$ cat config.mk
export PLATFORM = sky130hd
export DESIGN_NAME = modular_arithmetic_unit
export DESIGN_NICKNAME = d
export VERILOG_FILES = /design/src/rtl/mau_pkg.sv /design/src/rtl/modular_arithmetic_unit.sv
export SDC_FILE = /design/constraint.sdc
export NUM_CORES = 2
export LEC_CHECK = 0
export CORE_UTILIZATION = 37
export CTS_CLUSTER_DIAMETER = 150
export DETAILED_ROUTE_END_ITERATION = 8
export DONT_BUFFER_PORTS = 1
export GPL_ROUTABILITY_DRIVEN = 0
export GPL_TIMING_DRIVEN = 0
export PLACE_DENSITY = 0.57
export SKIP_CTS_REPAIR_TIMING = 1
export SYNTH_ARGS = -nofsm -noshare
export SYNTH_HDL_FRONTEND = slang
export SYNTH_SLANG_ARGS = --single-unit
export TNS_END_PERCENT = 100
$ cat constraint.sdc
create_clock -name clk -period 18.1 [get_ports clk]
set_input_delay 0.905 -clock clk [delete_from_list [all_inputs] [get_ports clk]]
set_output_delay 0.905 -clock clk [all_outputs]
set_load 0.02 [all_outputs]
$ cat src/rtl/mau_pkg.sv
// Shared types and constants for the modular arithmetic unit.
package mau_pkg;

  localparam int OP_W   = 64;
  localparam int EXP_W  = 63;
  localparam int MOD_W  = 31;
  localparam int MODE_W = 3;
  localparam int CNT_W  = 6;

  localparam logic [MOD_W-1:0] MODULUS_RESET = 31'd1000003;

  typedef enum logic [MODE_W-1:0] {
    MODE_MUL = 3'd0,
    MODE_ADD = 3'd1,
    MODE_SUB = 3'd2,
    MODE_POW = 3'd3,
    MODE_INV = 3'd4,
    MODE_DIV = 3'd5
  } mode_t;

  typedef enum logic [2:0] {
    ST_IDLE,
    ST_RED,
    ST_FIX,
    ST_DISP,
    ST_MUL,
    ST_POW,
    ST_POWB,
    ST_DONE
  } state_t;

endpackage

$ cat src/rtl/modular_arithmetic_unit.sv
// Modular arithmetic unit: multiply, add, subtract, power, inverse, divide.
//
// Channels: in_* carries one request per beat (mode in in_tuser, operands
// and exponent in in_tdata); out_* returns one residue per request; cfg_*
// writes the modulus and is always ready, to be used only while idle.
// One shared step unit does a doubling and a conditional add, each reduced
// by the modulus, in every cycle of a reduction or a multiplication. It
// serves both operand reductions (one operand bit a cycle plus a sign fixup)
// and every modular multiplication (one multiplier bit a cycle). Power runs
// up to 63 square-and-multiply rounds through the same step unit. Inverse
// and divide raise to the Fermat exponent, which has at most 31 bits. A
// modulus below two skips the reductions and returns 0.
// One request at a time: in_tready is high only while idle. The result
// waits in an output register; a new request is taken while it waits, and
// a finished result holds until the receiver takes the previous one.
// Reset (rst_n low, synchronous) returns to idle, drops any pending result
// and sets the modulus to 1000003.
module modular_arithmetic_unit (
  input  logic         clk,
  input  logic         rst_n,
  input  logic         cfg_valid,
  output logic         cfg_ready,
  input  logic [30:0]  cfg_data,   // modulus
  input  logic         in_tvalid,
  output logic         in_tready,
  input  logic [191:0] in_tdata,   // operand_a[63:0], operand_b[127:64], exponent[190:128]
  input  logic [2:0]   in_tuser,   // mode
  output logic         out_tvalid,
  input  logic         out_tready,
  output logic [31:0]  out_tdata   // result[30:0]
);

  localparam int OW = mau_pkg::OP_W;
  localparam int EW = mau_pkg::EXP_W;
  localparam int MW = mau_pkg::MOD_W;
  localparam int CW = mau_pkg::CNT_W;

  mau_pkg::state_t state_r, state_nxt, ret_r, ret_nxt;

  logic [MW-1:0]         mod_r;
  logic [MW-1:0]         acc_r, acc_nxt;
  logic [MW-1:0]         mx_r, mx_nxt;
  logic [MW-1:0]         ra_r, ra_nxt, rb_r, rb_nxt;
  logic [MW-1:0]         res_r, res_nxt, base_r, base_nxt;
  logic [OW-1:0]         sh_r, sh_nxt;
  logic [OW-1:0]         opb_r, opb_nxt;
  logic [EW-1:0]         e_r, e_nxt;
  logic [CW-1:0]         cnt_r, cnt_nxt;
  logic [2:0]            mode_r, mode_nxt;
  logic                  sel_b_r, sel_b_nxt;
  logic                  neg_r, neg_nxt, negb_r, negb_nxt;
  logic                  dst_base_r, dst_base_nxt;
  logic                  out_valid_r, out_valid_nxt;
  logic [MW-1:0]         out_data_r, out_data_nxt;

  logic [MW:0]           mz, t1, t1m, t2, t2m;
  logic [MW-1:0]         addend, step_val;
  logic [MW:0]           sum_ab;
  logic [OW-1:0]         opa_in, opb_in, abs_a, abs_b;

  assign cfg_ready  = 1'b1;
  assign in_tready  = (state_r == mau_pkg::ST_IDLE);
  assign out_tvalid = out_valid_r;
  assign out_tdata  = {1'b0, out_data_r};

  assign opa_in = in_tdata[OW-1:0];
  assign opb_in = in_tdata[2*OW-1:OW];
  assign abs_a  = opa_in[OW-1] ? (~opa_in + 64'd1) : opa_in;
  assign abs_b  = opb_r[OW-1] ? (~opb_r + 64'd1) : opb_r;

  // Shared step: acc = (2*acc + bit*addend) mod m
  assign mz     = {1'b0, mod_r};
  assign addend = (state_r == mau_pkg::ST_RED) ? 31'd1 : mx_r;
  assign t1     = {acc_r, 1'b0};
  assign t1m    = (t1 >= mz) ? (t1 - mz) : t1;
  assign t2     = t1m + (sh_r[OW-1] ? {1'b0, addend} : 32'd0);
  assign t2m    = (t2 >= mz) ? (t2 - mz) : t2;
  assign step_val = t2m[MW-1:0];
  assign sum_ab = {1'b0, ra_r} + {1'b0, rb_r};

  // Hold the modulus register
  always_ff @(posedge clk) begin
    if (!rst_n) begin
      mod_r <= mau_pkg::MODULUS_RESET;
    end else if (cfg_valid && cfg_ready) begin
      mod_r <= cfg_data;
    end
  end

  // State and datapath registers
  always_ff @(posedge clk) begin
    if (!rst_n) begin
      state_r     <= mau_pkg::ST_IDLE;
      ret_r       <= mau_pkg::ST_IDLE;
      out_valid_r <= 1'b0;
    end else begin
      state_r     <= state_nxt;
      ret_r       <= ret_nxt;
      out_valid_r <= out_valid_nxt;
    end
  end

  always_ff @(posedge clk) begin
    acc_r      <= acc_nxt;
    mx_r       <= mx_nxt;
    ra_r       <= ra_nxt;
    rb_r       <= rb_nxt;
    res_r      <= res_nxt;
    base_r     <= base_nxt;
    sh_r       <= sh_nxt;
    opb_r      <= opb_nxt;
    e_r        <= e_nxt;
    cnt_r      <= cnt_nxt;
    mode_r     <= mode_nxt;
    sel_b_r    <= sel_b_nxt;
    neg_r      <= neg_nxt;
    negb_r     <= negb_nxt;
    dst_base_r <= dst_base_nxt;
    out_data_r <= out_data_nxt;
  end

  // Sequencer
  always_comb begin
    state_nxt     = state_r;
    ret_nxt       = ret_r;
    acc_nxt       = acc_r;
    mx_nxt        = mx_r;
    ra_nxt        = ra_r;
    rb_nxt        = rb_r;
    res_nxt       = res_r;
    base_nxt      = base_r;
    sh_nxt        = sh_r;
    opb_nxt       = opb_r;
    e_nxt         = e_r;
    cnt_nxt       = cnt_r;
    mode_nxt      = mode_r;
    sel_b_nxt     = sel_b_r;
    neg_nxt       = neg_r;
    negb_nxt      = negb_r;
    dst_base_nxt  = dst_base_r;
    out_data_nxt  = out_data_r;
    out_valid_nxt = out_valid_r;

    // Drop the result once taken
    if (out_valid_r && out_tready) begin
      out_valid_nxt = 1'b0;
    end

    unique case (state_r)
      mau_pkg::ST_IDLE: begin
        if (in_tvalid) begin
          mode_nxt  = in_tuser;
          opb_nxt   = opb_in;
          negb_nxt  = opb_in[OW-1];
          e_nxt     = in_tdata[2*OW+EW-1:2*OW];
          if (mod_r < 31'd2) begin
            res_nxt   = '0;
            state_nxt = mau_pkg::ST_DONE;
          end else begin
            sh_nxt    = abs_a;
            neg_nxt   = opa_in[OW-1];
            acc_nxt   = '0;
            cnt_nxt   = CW'(OW - 1);
            sel_b_nxt = 1'b0;
            state_nxt = mau_pkg::ST_RED;
          end
        end
      end
      mau_pkg::ST_RED: begin
        acc_nxt = step_val;
        sh_nxt  = {sh_r[OW-2:0], 1'b0};
        cnt_nxt = cnt_r - 6'd1;
        if (cnt_r == '0) begin
          state_nxt = mau_pkg::ST_FIX;
        end
      end
      mau_pkg::ST_FIX: begin
        // Fold a negative operand to its non-negative residue
        if (!sel_b_r) begin
          ra_nxt    = (neg_r && acc_r != '0) ? (mod_r - acc_r) : acc_r;
          sh_nxt    = abs_b;
          neg_nxt   = negb_r;
          acc_nxt   = '0;
          cnt_nxt   = CW'(OW - 1);
          sel_b_nxt = 1'b1;
          state_nxt = mau_pkg::ST_RED;
        end else begin
          rb_nxt    = (neg_r && acc_r != '0) ? (mod_r - acc_r) : acc_r;
          state_nxt = mau_pkg::ST_DISP;
        end
      end
      mau_pkg::ST_DISP: begin
        unique case (mode_r)
          mau_pkg::MODE_MUL: begin
            mx_nxt       = ra_r;
            sh_nxt       = {rb_r, {(OW-MW){1'b0}}};
            acc_nxt      = '0;
            cnt_nxt      = CW'(MW - 1);
            dst_base_nxt = 1'b0;
            ret_nxt      = mau_pkg::ST_DONE;
            state_nxt    = mau_pkg::ST_MUL;
          end
          mau_pkg::MODE_ADD: begin
            res_nxt   = (sum_ab >= mz) ? MW'(sum_ab - mz) : sum_ab[MW-1:0];
            state_nxt = mau_pkg::ST_DONE;
          end
          mau_pkg::MODE_SUB: begin
            res_nxt   = (ra_r >= rb_r) ? (ra_r - rb_r) : MW'(sum_ab - {1'b0, rb_r}
                        - {1'b0, rb_r} + mz);
            state_nxt = mau_pkg::ST_DONE;
          end
          mau_pkg::MODE_POW: begin
            base_nxt  = rb_r;
            res_nxt   = 31'd1;
            state_nxt = mau_pkg::ST_POW;
          end
          mau_pkg::MODE_INV: begin
            if (ra_r == '0) begin
              res_nxt   = '0;
              state_nxt = mau_pkg::ST_DONE;
            end else begin
              base_nxt  = ra_r;
              e_nxt     = {{(EW-MW){1'b0}}, mod_r - 31'd2};
              res_nxt   = 31'd1;
              state_nxt = mau_pkg::ST_POW;
            end
          end
          mau_pkg::MODE_DIV: begin
            if (rb_r == '0) begin
              res_nxt   = '0;
              state_nxt = mau_pkg::ST_DONE;
            end else begin
              base_nxt  = rb_r;
              e_nxt     = {{(EW-MW){1'b0}}, mod_r - 31'd2};
              res_nxt   = 31'd1;
              state_nxt = mau_pkg::ST_POW;
            end
          end
          default: begin
            res_nxt   = '0;
            state_nxt = mau_pkg::ST_DONE;
          end
        endcase
      end
      mau_pkg::ST_POW: begin
        // Square-and-multiply round, lowest exponent bit first
        acc_nxt = '0;
        cnt_nxt = CW'(MW - 1);
        if (e_r == '0) begin
          if (mode_r == mau_pkg::MODE_DIV) begin
            mx_nxt       = ra_r;
            sh_nxt       = {res_r, {(OW-MW){1'b0}}};
            dst_base_nxt = 1'b0;
            ret_nxt      = mau_pkg::ST_DONE;
            state_nxt    = mau_pkg::ST_MUL;
          end else begin
            state_nxt = mau_pkg::ST_DONE;
          end
        end else if (e_r[0]) begin
          mx_nxt       = res_r;
          sh_nxt       = {base_r, {(OW-MW){1'b0}}};
          dst_base_nxt = 1'b0;
          ret_nxt      = mau_pkg::ST_POWB;
          state_nxt    = mau_pkg::ST_MUL;
        end else begin
          state_nxt = mau_pkg::ST_POWB;
        end
      end
      mau_pkg::ST_POWB: begin
        mx_nxt       = base_r;
        sh_nxt       = {base_r, {(OW-MW){1'b0}}};
        acc_nxt      = '0;
        cnt_nxt      = CW'(MW - 1);
        e_nxt        = {1'b0, e_r[EW-1:1]};
        dst_base_nxt = 1'b1;
        ret_nxt      = mau_pkg::ST_POW;
        state_nxt    = mau_pkg::ST_MUL;
      end
      mau_pkg::ST_MUL: begin
        acc_nxt = step_val;
        sh_nxt  = {sh_r[OW-2:0], 1'b0};
        cnt_nxt = cnt_r - 6'd1;
        if (cnt_r == '0) begin
          if (dst_base_r) begin
            base_nxt = step_val;
          end else begin
            res_nxt = step_val;
          end
          state_nxt = ret_r;
        end
      end
      mau_pkg::ST_DONE: begin
        // Hand over once the output register is free
        if (!out_valid_r || out_tready) begin
          out_data_nxt  = res_r;
          out_valid_nxt = 1'b1;
          state_nxt     = mau_pkg::ST_IDLE;
        end
      end
      default: begin
        state_nxt = mau_pkg::ST_IDLE;
      end
    endcase
  end

endmodule
==> reports/qor.yml <==
status: "complete, no violations"
cts-root-buf: "clkbuf_16"
grt_pass1_wl_mm: 225
syn_nets: 4765
htree_levels: 2
synth-edff-count: 420
min_period_over_period: 0.677
required_ns: 18.45
cp_max_fo: 10
crit_slowest_cell: "dfxtp_1"
finalSetupTns_ns: 0
nets: 4837
cp.arrival_ns: 12.60
fin_cells: 5736
wl_mm: 159
grtUsageMet1: 0.393
final.setup_skew_ns: 0.0286
hold_viol: 0
drive_gt1_frac: 0.0369
syn_area_um2: 38100
viasPerCell: 6.10
grt_use_total: 0.298
finalSetupViolCount: 0
fp-row-count: 117
grt_pass1_vias: 32700
die_area_um2: 104000
slew_headroom: 0.0604
io_buffers: 0
area_growth_pct: 10.0
worstSetupEndpointType: "register"
synthArstFlopShare: 0
syn-instance-count: 4245
drcViolationCount: 0
drt-pass1-iter-count: 9
grt-busiest-layer: "met2"
multiInputGateArea_um2: 23200
cap_viol_max_count: 0
rsz0062_at_grt: "false"
timing.setup.critical_path_class: "reg2reg"
die_w_um: 323
drt_iter0_drc: 4768
num_vias: 35000
antenna_found_initial: 15
slew_viol_final: 0
wl_per_cell_um: 27.8
startpoint_type: "register"
cts_tree: "built"
fin_crit_ns: 12.26
ys_ff_latch: 458
synth_seq_area_share: 0.351
core-area_um2: 102000
ios: 266
initial_core_util: 0.374
cts-buffers-inserted: 54
synth-warning-count: 0
max_clock_freq_mhz: 81.6
cts_buffer_depth: 3
stdcell_area_um2: 41900
worst_pin_slew_ns: 1.40
grt.overflow.total: 0
grt_use_met2: 0.442
cts_sinks: 458
grt_start_max_net_pins: 65
cp_slowest_stage_delay_ns: 0.86
syn_avg_cell_area_um2: 8.98
place_area_um2: 40200
synth_ff_type: "edfxtp_1"
use_met3: 0.0816
dp_hpwl_mm: 127
clk_pin_slew_ns: 0.06
hp-class: "in2reg"
clk_latency_ns: 0.67
regArea_um2: 13400
dp_cells: 5629
yosysUniqueCellTypes: 88
fp.dieH_um: 323
drtAntennaViolNets: 0
n_fill_cell: 10200
-- per-layer routing --
layer / routed length [µm] / share of wire
met5: 162 / 0.0010
met4: 9870 / 0.062
met3: 18800 / 0.12
met2: 67500 / 0.42
met1: 62900 / 0.40
-- synth_stat cells (26+ instances only) --
master,count,share of area
a211oi_1,46,0.0091
a21o_1,116,0.023
a21oi_1,405,0.053
a22o_1,31,0.0071
a22oi_1,61,0.012
a311oi_1,26,0.0060
and2_1,41,0.0067
clkbuf_1,191,0.019
dfxtp_1,38,0.020
edfxtp_1,420,0.33
fa_1,37,0.019
ha_1,252,0.083
inv_1,216,0.021
maj3_1,31,0.0081
mux2i_1,96,0.025
nand2_1,441,0.043
nand2b_1,39,0.0064
nand3_1,50,0.0066
nand4_1,34,0.0056
nor2_1,261,0.026
nor2b_1,59,0.0097
nor3_1,68,0.0089
nor3b_1,29,0.0057
nor4_1,56,0.0092
o211a_1,29,0.0076
o211ai_1,29,0.0057
o21a_1,32,0.0063
o21ai_0,278,0.037
o21bai_1,50,0.0098
o221ai_1,32,0.0074
o31ai_1,52,0.010
or3_1,37,0.0061
xnor2_1,223,0.051
xor2_1,141,0.032
-- logic make-up after synthesis --
kind of cell,Yosys count,share of synthesized area
AO/OA/AOI/OAI,1369,0.234
XOR/XNOR,364,0.0836
adder cells (fa/ha/maj),320,0.110
buffers and inverters,428,0.0424
flip-flops,458,0.351
multiplexers,104,0.0276
other,2,0.000197
AND/OR/NAND/NOR,1200,0.151
-- flip-flops by register name, indices dropped and copies added (netlist names) --
signal / flops
res_r: 31
cnt_r: 6
rb_r: 31
state_r: 3
ret_r: 3
mx_r: 31
ra_r: 31
neg_r: 1
mod_r: 31
sh_r: 64
e_r: 63
opb_r: 64
mode_r: 3
out_data_r: 31
acc_r: 31
out_tvalid: 1
sel_b_r: 1
base_r: 31
dst_base_r: 1
-- critical path, delay by kind of cell, from the launching register on --
kind,cells,cell delay (ns)
buf+inv,5,2.63
simple gates,4,0.64
fa+ha+maj,3,1.26
xor+xnor,1,0.20
compound gates,21,6.31
flops,1,0.86
-- cells in the final DEF (no fill, tap or decap), drive strengths merged, types with 39 or more instances in the layout --
master,n
a22oi,61
o21ai,281
o31ai,53
edfxtp,420
nand3,50
and2,41
nor2b,59
inv,220
xnor2,223
nand2,442
ha,252
xor2,141
nor2,262
nand2b,39
clkbuf,263
a211oi,46
mux2i,96
o21bai,50
a21oi,405
nor3,70
a21o,116
nor4,57
-- final cells by class --
type	instances	share of cell area
Clock inverter	26	0.00543
Buffer	210	0.0190
Sequential cell	458	0.319
Multi-Input combinational cell	3359	0.554
Timing Repair Buffer	16	0.00662
Clock buffer	72	0.0354
Inverter	218	0.0195
Antenna cell	9	0.000537
Tap cell	1368	0.0408
-- path summary, 6_finish.rpt --
| kind | startpoint | endpoint | slack (ns) | cells past startpoint |
|---|---|---|---|---|
| worst min register to register | ret_r[0] | ret_r[0] | 0.51 | 1 |
| worst min-delay path | in_tdata[106] | opb_r[42] | 0.34 | 0 |
| worst max register to register | mod_r[21] | res_r[25] | 5.84 | 34 |
| worst max-delay path | mod_r[21] | res_r[25] | 5.84 | 34 |
-- through the flow --
step / worst slack [ns] / utilization / hold WS, ns
CTS: 5.94 / 0.411 / 0.311
floorplan: 9.97 / - / 0.441
detailed placement: 5.98 / 0.395 / 0.494
finish: 5.84 / 0.412 / 0.338
global route: 5.03 / 0.411 / 0.319
global placement: 6.06 / 0.391 / 0.487
Power is not shown: default switching activity piles up to over one toggle a cycle in this logic, so the estimate is an artifact.
